File: config.mk
export PLATFORM = sky130hd
export DESIGN_NAME = slab_bitmap_block_allocator_flat
export DESIGN_NICKNAME = d
export VERILOG_FILES = /design/src/sv/sba_pkg.sv /design/src/sv/sba_if.sv /design/src/sv/sba_ffs.sv /design/src/sv/sba_core.sv /design/src/sv/slab_bitmap_block_allocator.sv /design/src/flat_wrapper.sv
export SDC_FILE = /design/constraint.sdc
export NUM_CORES = 2
export LEC_CHECK = 0
export BUFFER_PORTS_ARGS = -buffer_cell sky130_fd_sc_hd__buf_2
export CAP_MARGIN = 20
export CORE_UTILIZATION = 25
export DETAILED_ROUTE_END_ITERATION = 8
export MAX_ROUTING_LAYER = met4
export SLEW_MARGIN = 25
export SYNTH_ARGS = -nofsm -noshare
export SYNTH_HDL_FRONTEND = slang
export SYNTH_SLANG_ARGS = --single-unit
File: constraint.sdc
create_clock -name clk -period 6.7 [get_ports clk]
set_input_delay 0.335 -clock clk [delete_from_list [all_inputs] [get_ports clk]]
set_output_delay 0.335 -clock clk [all_outputs]
set_load 0.05 [all_outputs]
File: src/sv/sba_pkg.sv
`timescale 1ns / 1ps
// ----------------------------------------------------------------------------
// sba_pkg
// Shared types and constants of the slab bitmap block allocator.
// ----------------------------------------------------------------------------
package sba_pkg;

	localparam int CMD_W         = 2;
	localparam int SLAB_IDX_W    = 4;
	localparam int BLOCK_IDX_W   = 6;
	localparam int STATUS_W      = 2;
	localparam int COUNT_W       = 7;

	localparam int NUM_SLABS_DEF  = 16;
	localparam int MAX_BLOCKS_DEF = 64;

	localparam logic [COUNT_W-1:0] COUNT_RESET = 7'd64;
	localparam logic [COUNT_W-1:0] COUNT_MIN   = 7'd8;

	typedef enum logic [CMD_W-1:0] {
		CMD_ALLOC = 2'd0,
		CMD_FREE  = 2'd1,
		CMD_QUERY = 2'd2
	} cmd_t;

	typedef enum logic [STATUS_W-1:0] {
		STS_OK          = 2'd0,
		STS_NO_SPACE    = 2'd1,
		STS_INVALID     = 2'd2,
		STS_DOUBLE_FREE = 2'd3
	} status_t;

endpackage

File: src/sv/sba_if.sv
`timescale 1ns / 1ps
// ----------------------------------------------------------------------------
// sba_if
// Valid/ready channels of the allocator: command, response and config.
// ----------------------------------------------------------------------------
interface sba_cmd_if import sba_pkg::*; ();
	logic                   valid;
	logic                   ready;
	cmd_t                   command;
	logic [SLAB_IDX_W-1:0]  slab_index;
	logic [BLOCK_IDX_W-1:0] block_index;

	modport source (output valid, command, slab_index, block_index, input ready);
	modport sink   (input valid, command, slab_index, block_index, output ready);
endinterface

interface sba_rsp_if import sba_pkg::*; ();
	logic                   valid;
	logic                   ready;
	status_t                status;
	logic [SLAB_IDX_W-1:0]  out_slab;
	logic [BLOCK_IDX_W-1:0] out_block;
	logic                   owned;

	modport source (output valid, status, out_slab, out_block, owned, input ready);
	modport sink   (input valid, status, out_slab, out_block, owned, output ready);
endinterface

interface sba_cfg_if import sba_pkg::*; ();
	logic               valid;
	logic               ready;
	logic [COUNT_W-1:0] blocks_per_slab;

	modport source (output valid, blocks_per_slab, input ready);
	modport sink   (input valid, blocks_per_slab, output ready);
endinterface

File: src/sv/sba_ffs.sv
`timescale 1ns / 1ps
// ----------------------------------------------------------------------------
// sba_ffs
// Shared find-first-set unit: lowest set bit by carry isolation, then encode.
// ----------------------------------------------------------------------------
module sba_ffs #(
	parameter int W = 64
) (
	input  logic [W-1:0]         vec,
	output logic                 found,
	output logic [$clog2(W)-1:0] idx
);

	localparam int IW = $clog2(W);

	logic [W-1:0] low;

	always_comb begin
		low   = vec & (~vec + W'(1));
		found = |vec;
		idx   = '0;
		for (int i = 0; i < W; i++) begin
			idx = idx | (low[i] ? IW'(i) : IW'(0));
		end
	end

endmodule

File: src/sv/sba_core.sv
`timescale 1ns / 1ps
// ----------------------------------------------------------------------------
// sba_core
// Command sequencer, slab state vectors and bitmap memory around one shared
// find-first-set unit.
// ----------------------------------------------------------------------------
module sba_core import sba_pkg::*; #(
	parameter int NUM_SLABS  = NUM_SLABS_DEF,
	parameter int MAX_BLOCKS = MAX_BLOCKS_DEF
) (
	input  logic               clk,
	input  logic               arst_n,
	input  logic [COUNT_W-1:0] count,
	sba_cmd_if.sink            cmd,
	sba_rsp_if.source          rsp
);

	localparam int SW  = (NUM_SLABS > 1) ? $clog2(NUM_SLABS) : 1;
	localparam int BW  = $clog2(MAX_BLOCKS);
	localparam int FW  = (NUM_SLABS > MAX_BLOCKS) ? NUM_SLABS : MAX_BLOCKS;
	localparam int FIW = $clog2(FW);
	localparam logic [8:0] NUM_SLABS_V = 9'(NUM_SLABS);

	typedef enum logic [2:0] {
		S_IDLE,
		S_PICK,
		S_PICK_EMPTY,
		S_SCAN,
		S_NEXT,
		S_CHECK,
		S_FREE,
		S_DONE
	} state_t;

	state_t                 state_q;
	cmd_t                   cmd_q;
	logic [SLAB_IDX_W-1:0]  slab_in_q;
	logic [BLOCK_IDX_W-1:0] block_q;
	logic [SW-1:0]          slab_q;
	logic [NUM_SLABS-1:0]   partial_q;
	logic [NUM_SLABS-1:0]   full_q;
	logic [MAX_BLOCKS-1:0]  bits_q;
	logic [MAX_BLOCKS-1:0]  rd_q;
	logic [MAX_BLOCKS-1:0]  mem [NUM_SLABS];

	status_t                res_status_q;
	logic [SLAB_IDX_W-1:0]  res_slab_q;
	logic [BLOCK_IDX_W-1:0] res_block_q;
	logic                   res_owned_q;

	logic                   out_valid_q;
	status_t                out_status_q;
	logic [SLAB_IDX_W-1:0]  out_slab_q;
	logic [BLOCK_IDX_W-1:0] out_block_q;
	logic                   out_owned_q;

	logic [MAX_BLOCKS-1:0]  mask;
	logic [NUM_SLABS-1:0]   empty_v;
	logic [SW-1:0]          slab_sel;
	logic [BW-1:0]          blk_sel;
	logic                   in_use;
	logic [FW-1:0]          ffs_vec;
	logic                   ffs_found;
	logic [FIW-1:0]         ffs_idx;
	logic [SW-1:0]          ffs_slab;
	logic [BW-1:0]          ffs_blk;
	logic [MAX_BLOCKS-1:0]  scan_bits;
	logic [MAX_BLOCKS-1:0]  freed;
	logic                   bit_set;
	logic                   cmd_fire;

	logic                   mem_re;
	logic [SW-1:0]          mem_ra;
	logic                   mem_we;
	logic [SW-1:0]          mem_wa;
	logic [MAX_BLOCKS-1:0]  mem_wd;

	sba_ffs #(.W(FW)) u_ffs (
		.vec   (ffs_vec),
		.found (ffs_found),
		.idx   (ffs_idx)
	);

	assign cmd.ready     = (state_q == S_IDLE);
	assign cmd_fire      = cmd.valid && cmd.ready;
	assign rsp.valid     = out_valid_q;
	assign rsp.status    = out_status_q;
	assign rsp.out_slab  = out_slab_q;
	assign rsp.out_block = out_block_q;
	assign rsp.owned     = out_owned_q;

	always_comb begin
		for (int i = 0; i < MAX_BLOCKS; i++) begin
			mask[i] = (COUNT_W'(i) < count);
		end
		empty_v   = ~(partial_q | full_q);
		slab_sel  = SW'(slab_in_q);
		blk_sel   = block_q[BW-1:0];
		in_use    = (9'(slab_in_q) < NUM_SLABS_V) && (COUNT_W'(block_q) < count) &&
			(partial_q[slab_sel] || full_q[slab_sel]);
		ffs_slab  = ffs_idx[SW-1:0];
		ffs_blk   = ffs_idx[BW-1:0];
		scan_bits = rd_q | (MAX_BLOCKS'(1) << ffs_blk);
		freed     = rd_q & ~(MAX_BLOCKS'(1) << blk_sel);
		bit_set   = rd_q[blk_sel];

		case (state_q)
			S_PICK:       ffs_vec = FW'(partial_q);
			S_PICK_EMPTY: ffs_vec = FW'(empty_v);
			S_SCAN:       ffs_vec = FW'(~rd_q & mask);
			S_NEXT:       ffs_vec = FW'(~bits_q & mask);
			default:      ffs_vec = '0;
		endcase

		mem_re = 1'b0;
		mem_ra = slab_sel;
		mem_we = 1'b0;
		mem_wa = slab_q;
		mem_wd = bits_q;
		case (state_q)
			S_PICK: begin
				mem_re = ffs_found;
				mem_ra = ffs_slab;
			end
			S_CHECK: begin
				mem_re = 1'b1;
			end
			S_PICK_EMPTY: begin
				mem_we = ffs_found;
				mem_wa = ffs_slab;
				mem_wd = MAX_BLOCKS'(1);
			end
			S_NEXT: begin
				mem_we = 1'b1;
			end
			S_FREE: begin
				mem_we = bit_set;
				mem_wd = freed;
			end
			default: begin
				mem_re = 1'b0;
			end
		endcase
	end

	// bitmap memory, one read and one write port, registered read
	always_ff @(posedge clk) begin
		if (mem_we) begin
			mem[mem_wa] <= mem_wd;
		end
		if (mem_re) begin
			rd_q <= mem[mem_ra];
		end
	end

	always_ff @(posedge clk or negedge arst_n) begin
		if (!arst_n) begin
			state_q     <= S_IDLE;
			partial_q   <= '0;
			full_q      <= '0;
			out_valid_q <= 1'b0;
		end else begin
			if (out_valid_q && rsp.ready && state_q != S_DONE) begin
				out_valid_q <= 1'b0;
			end
			case (state_q)
				S_IDLE: begin
					if (cmd_fire) begin
						cmd_q        <= cmd.command;
						slab_in_q    <= cmd.slab_index;
						block_q      <= cmd.block_index;
						res_status_q <= STS_OK;
						res_slab_q   <= '0;
						res_block_q  <= '0;
						res_owned_q  <= 1'b0;
						state_q      <= (cmd.command == CMD_ALLOC) ? S_PICK : S_CHECK;
					end
				end
				S_PICK: begin
					if (ffs_found) begin
						slab_q  <= ffs_slab;
						state_q <= S_SCAN;
					end else begin
						state_q <= S_PICK_EMPTY;
					end
				end
				S_PICK_EMPTY: begin
					if (ffs_found) begin
						partial_q[ffs_slab] <= 1'b1;
						slab_q              <= ffs_slab;
						res_slab_q          <= SLAB_IDX_W'(ffs_slab);
					end else begin
						res_status_q <= STS_NO_SPACE;
					end
					state_q <= S_DONE;
				end
				S_SCAN: begin
					if (!ffs_found) begin
						// stale count left no clear bit
						partial_q[slab_q] <= 1'b0;
						full_q[slab_q]    <= 1'b1;
						res_status_q      <= STS_NO_SPACE;
						state_q           <= S_DONE;
					end else begin
						bits_q      <= scan_bits;
						res_slab_q  <= SLAB_IDX_W'(slab_q);
						res_block_q <= BLOCK_IDX_W'(ffs_blk);
						state_q     <= S_NEXT;
					end
				end
				S_NEXT: begin
					if (!ffs_found) begin
						partial_q[slab_q] <= 1'b0;
						full_q[slab_q]    <= 1'b1;
					end
					state_q <= S_DONE;
				end
				S_CHECK: begin
					slab_q <= slab_sel;
					case (cmd_q)
						CMD_QUERY: begin
							if (in_use) begin
								res_owned_q <= 1'b1;
							end else begin
								res_status_q <= STS_INVALID;
							end
							state_q <= S_DONE;
						end
						CMD_FREE: begin
							if (in_use) begin
								state_q <= S_FREE;
							end else begin
								res_status_q <= STS_INVALID;
								state_q      <= S_DONE;
							end
						end
						default: begin
							res_status_q <= STS_INVALID;
							state_q      <= S_DONE;
						end
					endcase
				end
				S_FREE: begin
					if (!bit_set) begin
						res_status_q <= STS_DOUBLE_FREE;
					end else if (full_q[slab_q]) begin
						full_q[slab_q]    <= 1'b0;
						partial_q[slab_q] <= 1'b1;
					end else if (freed == '0) begin
						partial_q[slab_q] <= 1'b0;
					end
					state_q <= S_DONE;
				end
				S_DONE: begin
					if (!out_valid_q || rsp.ready) begin
						out_valid_q  <= 1'b1;
						out_status_q <= res_status_q;
						out_slab_q   <= res_slab_q;
						out_block_q  <= res_block_q;
						out_owned_q  <= res_owned_q;
						state_q      <= S_IDLE;
					end
				end
				default: begin
					state_q <= S_IDLE;
				end
			endcase
		end
	end

	a_state_excl: assert property (@(posedge clk) disable iff (!arst_n)
		(partial_q & full_q) == '0)
		else $error("slab both partial and full");

	a_busy_after_accept: assert property (@(posedge clk) disable iff (!arst_n)
		cmd_fire |=> (state_q != S_IDLE))
		else $error("sequencer idle after accepting a command");

	a_alloc_in_use: assert property (@(posedge clk) disable iff (!arst_n)
		(state_q == S_DONE && cmd_q == CMD_ALLOC && res_status_q == STS_OK) |->
		(partial_q[slab_q] || full_q[slab_q]))
		else $error("allocated slab not in use");

	a_owned_ok: assert property (@(posedge clk) disable iff (!arst_n)
		(out_valid_q && out_owned_q) |-> (out_status_q == STS_OK))
		else $error("owned flag with error status");

endmodule

File: src/sv/slab_bitmap_block_allocator.sv
`timescale 1ns / 1ps
// ----------------------------------------------------------------------------
// slab_bitmap_block_allocator
// Block allocator over a fixed pool of slabs with per-slab bitmaps.
// ----------------------------------------------------------------------------
// One command is in flight at a time. States from acceptance to loading the
// result into the output register: allocate from a partial slab PICK, SCAN,
// NEXT, DONE (no NEXT when a stale count leaves the slab full), allocate from
// an empty slab or answer no space PICK, PICK_EMPTY, DONE, free CHECK, FREE,
// DONE (no FREE when rejected), query CHECK, DONE; the next command is taken
// in the cycle after loading. A result waiting in the output register does
// not block acceptance of the next command, but that command holds in its
// last step until the waiting result is taken. The sequencer steps the single
// find-first-set unit (partial slab, empty slab, free bit, next free bit) and
// the one read/one write port of the bitmap memory. The blocks-per-slab
// register is saturated to 8..MAX_BLOCKS and may be written only while idle.
module slab_bitmap_block_allocator import sba_pkg::*; #(
	parameter int NUM_SLABS  = NUM_SLABS_DEF,
	parameter int MAX_BLOCKS = MAX_BLOCKS_DEF
) (
	input  logic      clk,
	input  logic      arst_n,
	sba_cfg_if.sink   cfg,
	sba_cmd_if.sink   cmd,
	sba_rsp_if.source rsp
);

	localparam logic [COUNT_W-1:0] COUNT_MAX = COUNT_W'(MAX_BLOCKS);

	logic [COUNT_W-1:0] blocks_q;
	logic [COUNT_W-1:0] count;

	assign cfg.ready = 1'b1;

	always_ff @(posedge clk or negedge arst_n) begin
		if (!arst_n) begin
			blocks_q <= COUNT_RESET;
		end else if (cfg.valid && cfg.ready) begin
			blocks_q <= cfg.blocks_per_slab;
		end
	end

	always_comb begin
		if (blocks_q < COUNT_MIN) begin
			count = COUNT_MIN;
		end else if (blocks_q > COUNT_MAX) begin
			count = COUNT_MAX;
		end else begin
			count = blocks_q;
		end
	end

	sba_core #(
		.NUM_SLABS  (NUM_SLABS),
		.MAX_BLOCKS (MAX_BLOCKS)
	) u_core (
		.clk    (clk),
		.arst_n (arst_n),
		.count  (count),
		.cmd    (cmd),
		.rsp    (rsp)
	);

endmodule

File: src/flat_wrapper.sv
// flat-port wrapper written by rule: the top's interface ports become plain ports
module slab_bitmap_block_allocator_flat import sba_pkg::*;
#(
	parameter int NUM_SLABS  = NUM_SLABS_DEF,
	parameter int MAX_BLOCKS = MAX_BLOCKS_DEF
)
  (clk, arst_n, cfg_valid, cfg_blocks_per_slab, cfg_ready, cmd_valid, cmd_command, cmd_slab_index, cmd_block_index, cmd_ready, rsp_valid, rsp_status, rsp_out_slab, rsp_out_block, rsp_owned, rsp_ready);
  sba_cfg_if cfg_i ();
  sba_cmd_if cmd_i ();
  sba_rsp_if rsp_i ();
  input  logic clk;
  input  logic arst_n;
  input wire logic [$bits(cfg_i.valid)-1:0] cfg_valid;
  input wire logic [$bits(cfg_i.blocks_per_slab)-1:0] cfg_blocks_per_slab;
  output wire logic [$bits(cfg_i.ready)-1:0] cfg_ready;
  input wire logic [$bits(cmd_i.valid)-1:0] cmd_valid;
  input wire logic [$bits(cmd_i.command)-1:0] cmd_command;
  input wire logic [$bits(cmd_i.slab_index)-1:0] cmd_slab_index;
  input wire logic [$bits(cmd_i.block_index)-1:0] cmd_block_index;
  output wire logic [$bits(cmd_i.ready)-1:0] cmd_ready;
  output wire logic [$bits(rsp_i.valid)-1:0] rsp_valid;
  output wire logic [$bits(rsp_i.status)-1:0] rsp_status;
  output wire logic [$bits(rsp_i.out_slab)-1:0] rsp_out_slab;
  output wire logic [$bits(rsp_i.out_block)-1:0] rsp_out_block;
  output wire logic [$bits(rsp_i.owned)-1:0] rsp_owned;
  input wire logic [$bits(rsp_i.ready)-1:0] rsp_ready;
  assign cfg_i.valid = cfg_valid;
  assign cfg_i.blocks_per_slab = cfg_blocks_per_slab;
  assign cfg_ready = cfg_i.ready;
  assign cmd_i.valid = cmd_valid;
  assign cmd_i.command = cmd_command;
  assign cmd_i.slab_index = cmd_slab_index;
  assign cmd_i.block_index = cmd_block_index;
  assign cmd_ready = cmd_i.ready;
  assign rsp_valid = rsp_i.valid;
  assign rsp_status = rsp_i.status;
  assign rsp_out_slab = rsp_i.out_slab;
  assign rsp_out_block = rsp_i.out_block;
  assign rsp_owned = rsp_i.owned;
  assign rsp_i.ready = rsp_ready;
  slab_bitmap_block_allocator #(.NUM_SLABS(NUM_SLABS), .MAX_BLOCKS(MAX_BLOCKS)) u_core (.clk(clk), .arst_n(arst_n), .cfg(cfg_i), .cmd(cmd_i), .rsp(rsp_i));
endmodule
### Word level (Yosys, flattened, before mapping)

Memories as Yosys holds them, arrays and structs flattened. A register that Yosys moved wholly into a read port is not among the register bits.
Cells that the tools add are included.

* flip-flop bits (word level): 149
* memory bits (writable): 1024
* input port bits: 24
* output and inout bits: 16
* logic and storage cells: 358
* memories kept: 1

* $add $sub $neg: 1
* order comparisons: 73
* equality and inequality tests: 24
* shifts and indexed selects: 2
* mux-type cells: 124
* bitwise operators: 79
* reduce and logical (&&, ||, !) cells: 36

Memory list
* u_core.u_core.mem: words 16, width 64, rd ports 1, clocked after Yosys merged registers in 1, wr ports 1, RTL line sba_core.sv:44 `logic [MAX_BLOCKS-1:0] mem [NUM_SLABS];`

Operators by type and width (number)
* $or A6 B6 Y6: 62
* $and A64 B64 Y64: 4
* $not A64 Y64: 4
* $pmux W64 S4: 1
* $lt A6 B7 Y1 const A: 32
* $mux W6: 34
* $mux W16: 8
* $pmux W64 S2: 1
* $shl A1 B6 Y64 const A: 2
* $lt A5 B7 Y1 const A: 16
* $mux W5: 16
* $add A64 B1 Y64 const B: 1
* $logic_not A64 Y1: 1
* $or A16 B16 Y16: 4
* $or A64 B64 Y64: 1
* $reduce_or A64 Y1: 1
* $lt A4 B7 Y1 const A: 8
* $mux W4: 13
* $pmux W16 S3: 1
* $and A16 B16 Y16: 2
* $not A16 Y16: 2
* $pmux W16 S2: 1
* $lt A3 B7 Y1 const A: 4
* $mux W3: 7
* other kinds (44): 113

### Depth between registers and ports, before layout

* depth in word-level cells: 79
* mapped depth: 20
* gate-level depth less buffers: 15

### Modules after synthesis

From an unflattened synthesis, not the netlist that was laid out.

* cells, all modules: 3301
* area, all modules: 53338.7 um^2

By module, submodules not included
* sba_core: times used 1, cells an instance 3065, area each 51632.0 um^2, sequential area each 36755.3 um^2
* sba_ffs: times used 1, cells an instance 210, area each 1345.0 um^2, sequential area each 0.0 um^2
* slab_bitmap_block_allocator: times used 1, cells an instance 26, area each 361.6 um^2, sequential area each 176.4 um^2

### Worst setup path after synthesis

OpenSTA, ideal clock, no wires.

* path type: register to register
* start: register u_core.blocks_q[2]
* end: memory u_core.u_core.mem[10][0] in the netlist's numbering (enable)
* library setup time: 0.507 ns
* arrival: 6.549 ns
* required time: 6.193 ns
* slack: -0.356 ns
* stages on the path, launching flop included: 14
* buffers on the path: 3
* period minus slack after synthesis: 7.056 ns
* cells stage by stage: dfrtp_1 -> clkbuf_1 -> clkbuf_1 -> o41ai_1 -> o211ai_1 -> nor4_4 -> nand3_1 -> a211o_1 -> a21boi_0 -> nand3_1 -> buf_2 -> nor3b_1 -> o21ai_0 -> a21oi_1

* cells in the longest elaborated chain, start to end: 73
* elaborated cells between the ends (all ways): 201
* classes of those cells: add/sub (1); order compare (66); mux (67); bitwise (66); reduce/logical (1)

RTL lines
* from (decl): RTL line slab_bitmap_block_allocator.sv:30 `logic [COUNT_W-1:0] blocks_q;`
* from (signal assigned): RTL line slab_bitmap_block_allocator.sv:39 `blocks_q <= cfg.blocks_per_slab;`
* $gt A7 B7 Y1: RTL line slab_bitmap_block_allocator.sv:46 `end else if (blocks_q > COUNT_MAX) begin`
* $mux W7: RTL line slab_bitmap_block_allocator.sv:46
* $mux W7 (*): RTL line slab_bitmap_block_allocator.sv:44 `if (blocks_q < COUNT_MIN) begin`
* $lt A1 B7 Y1 / $lt A2 B7 Y1 (equally long branches): RTL line sba_core.sv:94 `mask[i] = (COUNT_W'(i) < count);`
* $and A64 B64 Y64 (on tied branches): RTL line sba_core.sv:111, sba_core.sv:110
* $pmux W64 S4 (*): RTL line sba_core.sv:107 `case (state_q)`
* $not A64 Y64: RTL line sba_ffs.sv:19 `low = vec & (~vec + W'(1));`
* $add A64 B1 Y64: RTL line sba_ffs.sv:19
* $and A64 B64 Y64: RTL line sba_ffs.sv:19
* $mux W1 / $mux W2 (equally long branches): RTL line sba_ffs.sv:23 `idx = idx | (low[i] ? IW'(i) : IW'(0));`
* $or A6 B6 Y6 (62 in series): RTL line sba_ffs.sv:23
* $mux W4: RTL line sba_core.sv:120 `case (state_q)`
* to (decl): RTL line sba_core.sv:44

Mark *: on every way between the ends. The rest lies on a longest branch, timed or not.

### Final worst setup path

* start: register u_core.blocks_q[3]
* end: memory u_core.u_core.mem[8][2] in the netlist's numbering (enable)

Same word-level chain as after synthesis.

==> results.txt <==
The startpoint of the worst-slack reg-to-reg timing path was u_core.blocks_q[3]. CTS saw 1237 sinks. The clock reaches the later pin of the worst-skew pair after 780 ps. Among all flip-flop cells after synthesis, the most frequent one is edfxtp_1. The path class of the tightest hold or removal check is in -> async.

Setup slack on the worst reg-to-reg path comes out at 510 ps. The floorplan step defined a die boundary enclosing 0.221 mm^2. After synthesis the cells add up to 0.0549 mm^2. The tools report the initial core utilization as 0.252. In this run the core area contains 171 standard-cell rows. The final clock skew was 47.4 ps; the final-layout fill cell count was 21.5k. Dividing the synthesized area by the synthesized cell count gives 14.0 um^2.

In the routed layout, each cell is associated on average with a via count of 5.31. The worst setup path is captured at a register. The fraction of the cycle the final worst path needs works out to 0.923. Clock tree synthesis selected as its root buffer the cell clkbuf_16. By area, the combinational part of the netlist is dominated by compound AO/OA/AOI/OAI gates.

The logs give 0.165 for the global-route usage over all layers and 5 for the initial antenna violation count. The logs give 10.5 mW for the switching power summed over all nets and 0.405 for the sequential power share. The adder-cell share of the synthesized area works out to 0.00160. The wire length of the first global-routing pass is 263000 um. The clock passes through at most 3 buffers. The first routing iteration left 4619 violations. The compound-gate portion of the synthesized area came out at 0.119. Counting every net in the synthesized netlist gives 3947. The total of flip-flops plus latches after synthesis works out to 1237. The synthesized design contains 1194 enable-type register cells.

The fraction of registers with async set/reset is 0.0348, and the internal power contribution is 17.4 mW. By area the synthesized netlist is led by edfxtp_1, mux2i_1, nand3_1. The largest single stage delay on the critical path is 920 ps. After the last flow step, the layout net total stands at 4077.

The logs give 122000 um for the placed wire-length estimate and 20.8 nW for the standby leakage power. The final critical-path required period was 6190 ps. The logic gate share of total power was 0.334; the residual overflow from global routing was 0. At the worst endpoint, the arrival time is 6640 ps. The logs give 7150 ps for the endpoint required time on the critical path and 135 for the number of buffers inserted during clock tree synthesis. VDD sags by at most 0.000237 V. The count of final setup violators was 0. The tools report the final count of pins violating max slew as 0.

The top cell types in the final layout, fill and taps aside, are edfxtp_1, nand3_1, nand2_1. Sequential area share after synthesis: 0.673. The signal on the critical path passes through nor3_2 -> o31ai_1 -> a21o_1 -> o311ai_0 -> a32o_1 -> a41oi_1 -> o31ai_1 -> nor3_2 -> nand3_1 -> nor3_1 -> buf_4 -> o21ai_0 -> buf_4 -> a21oi_4 -> buf_12. For the number of standard cells in the final layout excluding fillers, the log shows 7006. Setup repair after global routing left no endpoint under its margin.

The setup total negative slack is 0 ps, and the largest fanout on the critical path is 24. The critical-path cell with the highest stage delay is dfrtp_1. The fraction of the mapped netlist area in simple logic gates came out at 0.100. The tools report the via count as 37.2k. The post-detailed-route wirelength per cell came out at 26.1 um. The XOR/XNOR share of the synthesized area works out to 0. The worst hold margin came out at 259 ps. The clock transition at the register clock pins on the worst setup and hold paths after CTS is 60 ps. The run finished with clean final reports. The placed instances occupy a cell area of 0.0599 mm^2. The endpoint identified for the worst register-to-register timing path is u_core.u_core.mem[8][2]. The run gives 183000 um as the total length of routed wires. The net switching fraction of the power was 0.377.

TritonCTS built the clock tree. Static timing analysis puts the maximum clock frequency at 162 MHz. For the final standard cell area without fillers, the log shows 0.0645 mm^2. In this run the tool buffered the top-level ports with 38 buffer cells. The number of nets with antenna violations after routing is 0. The commonest non-fill, non-tap cell in the layout is edfxtp_1. The area of the core was 0.218 mm^2.

For this run, the number of Yosys warnings is 0. The worst setup path is of the reg -> reg kind. The I/O pin count was 40; the via count of the first global-routing pass was 35.8k.

The pin count of the biggest net entering global routing is 112, and the power density normalized to cell area is 433 mW/mm^2. In the routed design, unresolved DRC markers number 0. Area growth from synthesis to layout: 17.6%.

The multiplexer share of the synthesized area came out at 0.0798. The die outline height came out at 471 um. edfxtp_1 takes more of the synthesized area than any other cell. The floorplan step set the die width to 471 um. The worst register-to-register path has a depth of 15. The hold violation total from the final report came out at 0. The area share of the largest cell type after synthesis came out at 0.653. The tool flagged a number of max-cap violations equal to 0.

The number of different library cells used by synthesis comes to 108. Synthesis produced 3916 cells. STA classifies the critical path startpoint as a register. Number of placed cells counting well taps: 6731. The share of post-route cells with drive strength above 1 was 0.171; the detailed-router iteration count before antenna repair was 6.

For the worst slew margin relative to its limit, the log shows 0.275. The H-tree was split into 4 levels. Routability-driven placement finished with a final weighted congestion of 0.979. The slew at the pin closest to its max-slew limit is 1090 ps, and the post-CTS setup repair buffer count is 0.

The clock network fraction of design power is 0.261.
-- power by group through the flow --
stage               clock network, mW  logic (mW)  registers (mW)
global placement                    0        9.06            11.4
finish                           7.30        9.32            11.3
detailed placement                  0        9.12            11.4
CTS                              7.43        9.18            11.2
floorplan                           0        5.42            11.0
global route                     7.72        9.83            11.3
-- state kept, by name, summed over array words and instances, names as in the netlist, 2 cells and up, named ones only --
signal and flops:
u_core.blocks_q 7, u_core.u_core.bits_q 64, u_core.u_core.blk_sel 6, u_core.u_core.cmd_q 2, u_core.u_core.mem 1024, u_core.u_core.partial_q 16
u_core.u_core.rd_q 64, u_core.u_core.res_block_q 6, u_core.u_core.res_slab_q 4, u_core.u_core.res_status_q 2, u_core.u_core.rsp.out_block 6, u_core.u_core.rsp.out_slab 4
u_core.u_core.rsp.status 2, u_core.u_core.slab_in_q 4, u_core.u_core.slab_q 4, u_core.u_core.state_q 3
-- critical path: cells and delay by family, from the launching register on --
kind,cells,cell delay (ps)
DFF,1,920
AOI/OAI and AO/OA,8,2850
and+or+nand+nor,4,1410
buffers and inverters,3,650
-- per-stage QoR --
stage | total power [mW] | setup slack [ps] | utilization
2_1_floorplan | 16.4 | -332 | -
3_3_place_gp | 20.5 | 658 | 0.275
3_5_place_dp | 20.5 | 673 | 0.275
4_1_cts | 27.9 | 654 | 0.296
5_1_grt | 28.9 | 274 | 0.297
6_report | 27.9 | 515 | 0.297
-- synthesized netlist by cell type, types with 8 or more instances --
library cell / n
mux2_2: 132
o21ai_0: 135
a22o_1: 8
clkbuf_1: 134
buf_4: 11
a22oi_1: 58
nor3_1: 40
a31oi_1: 18
buf_1: 30
o21bai_1: 24
nand3_1: 405
nor4b_1: 11
a221o_1: 43
nand4_1: 30
a32o_1: 27
and2_1: 18
buf_6: 9
mux2i_1: 226
o22ai_1: 25
a32oi_1: 8
mux4_2: 28
or2_2: 12
inv_1: 34
buf_2: 100
and3_1: 10
nand3b_1: 12
nand2b_1: 32
o41ai_1: 10
o31ai_1: 26
o211ai_1: 198
nand2_1: 237
a211oi_1: 54
nor2_1: 154
nor4_1: 11
a21o_1: 13
o2111ai_1: 12
edfxtp_1: 1194
dfrtp_1: 42
nor2b_1: 19
a31o_2: 19
nor4bb_1: 17
a21oi_1: 95
o221ai_1: 46
-- per-layer routing --
metal	vias up	routed length [um]	global-route usage	share of wire
li1	16000	-	-	-
met1	19100	79700	0.225	0.44
met2	1833	82300	0.247	0.45
met3	320	14900	0.0298	0.082
met4	0	5700	0.0548	0.031
met5	-	0	-	0
-- worst max-delay path by stage --
| stage | depth (start not counted) | startpoint | endpoint |
|---|---|---|---|
| global placement | 15 | u_core.blocks_q[6] | u_core.u_core.mem[8][2] |
| global route | 15 | u_core.blocks_q[6] | u_core.u_core.mem[11][5] |
| detailed placement | 14 | u_core.blocks_q[6] | u_core.u_core.mem[3][49] |
| CTS | 15 | u_core.blocks_q[6] | u_core.u_core.mem[8][2] |
| finish | 15 | u_core.blocks_q[3] | u_core.u_core.mem[8][2] |
| floorplan | 16 | u_core.u_core.state_q[0] | u_core.u_core.mem[11][0] |
-- repair_timing --
| action | CTS | global route |
|---|---|---|
| gates resized for setup | 0 | 0 |
| hold buffers | 32 | 0 |
| hold endpoints to repair | 64 | 0 |
-- cell type report --
type	instances	area, um^2	share of cell area
flip-flops and latches	1237	36900	0.572
diodes	4	10.0	0.000155
well taps	2854	3570	0.0553
multi-input cells	2360	16800	0.260
clock buffers	170	3560	0.0552
repair buffers	277	2790	0.0432
inverters	35	131	0.00204
clock inverters	69	768	0.0119
-- cell families after synthesis --
| kind of cell | count (synthesis) |
|---|---|
| fa+ha+maj | 7 |
| mux | 386 |
| buf+inv | 319 |
| flops | 1237 |
| compound gates | 895 |
| simple gates | 1071 |
| other cells | 1 |
Power figures use the tool's default switching activity.
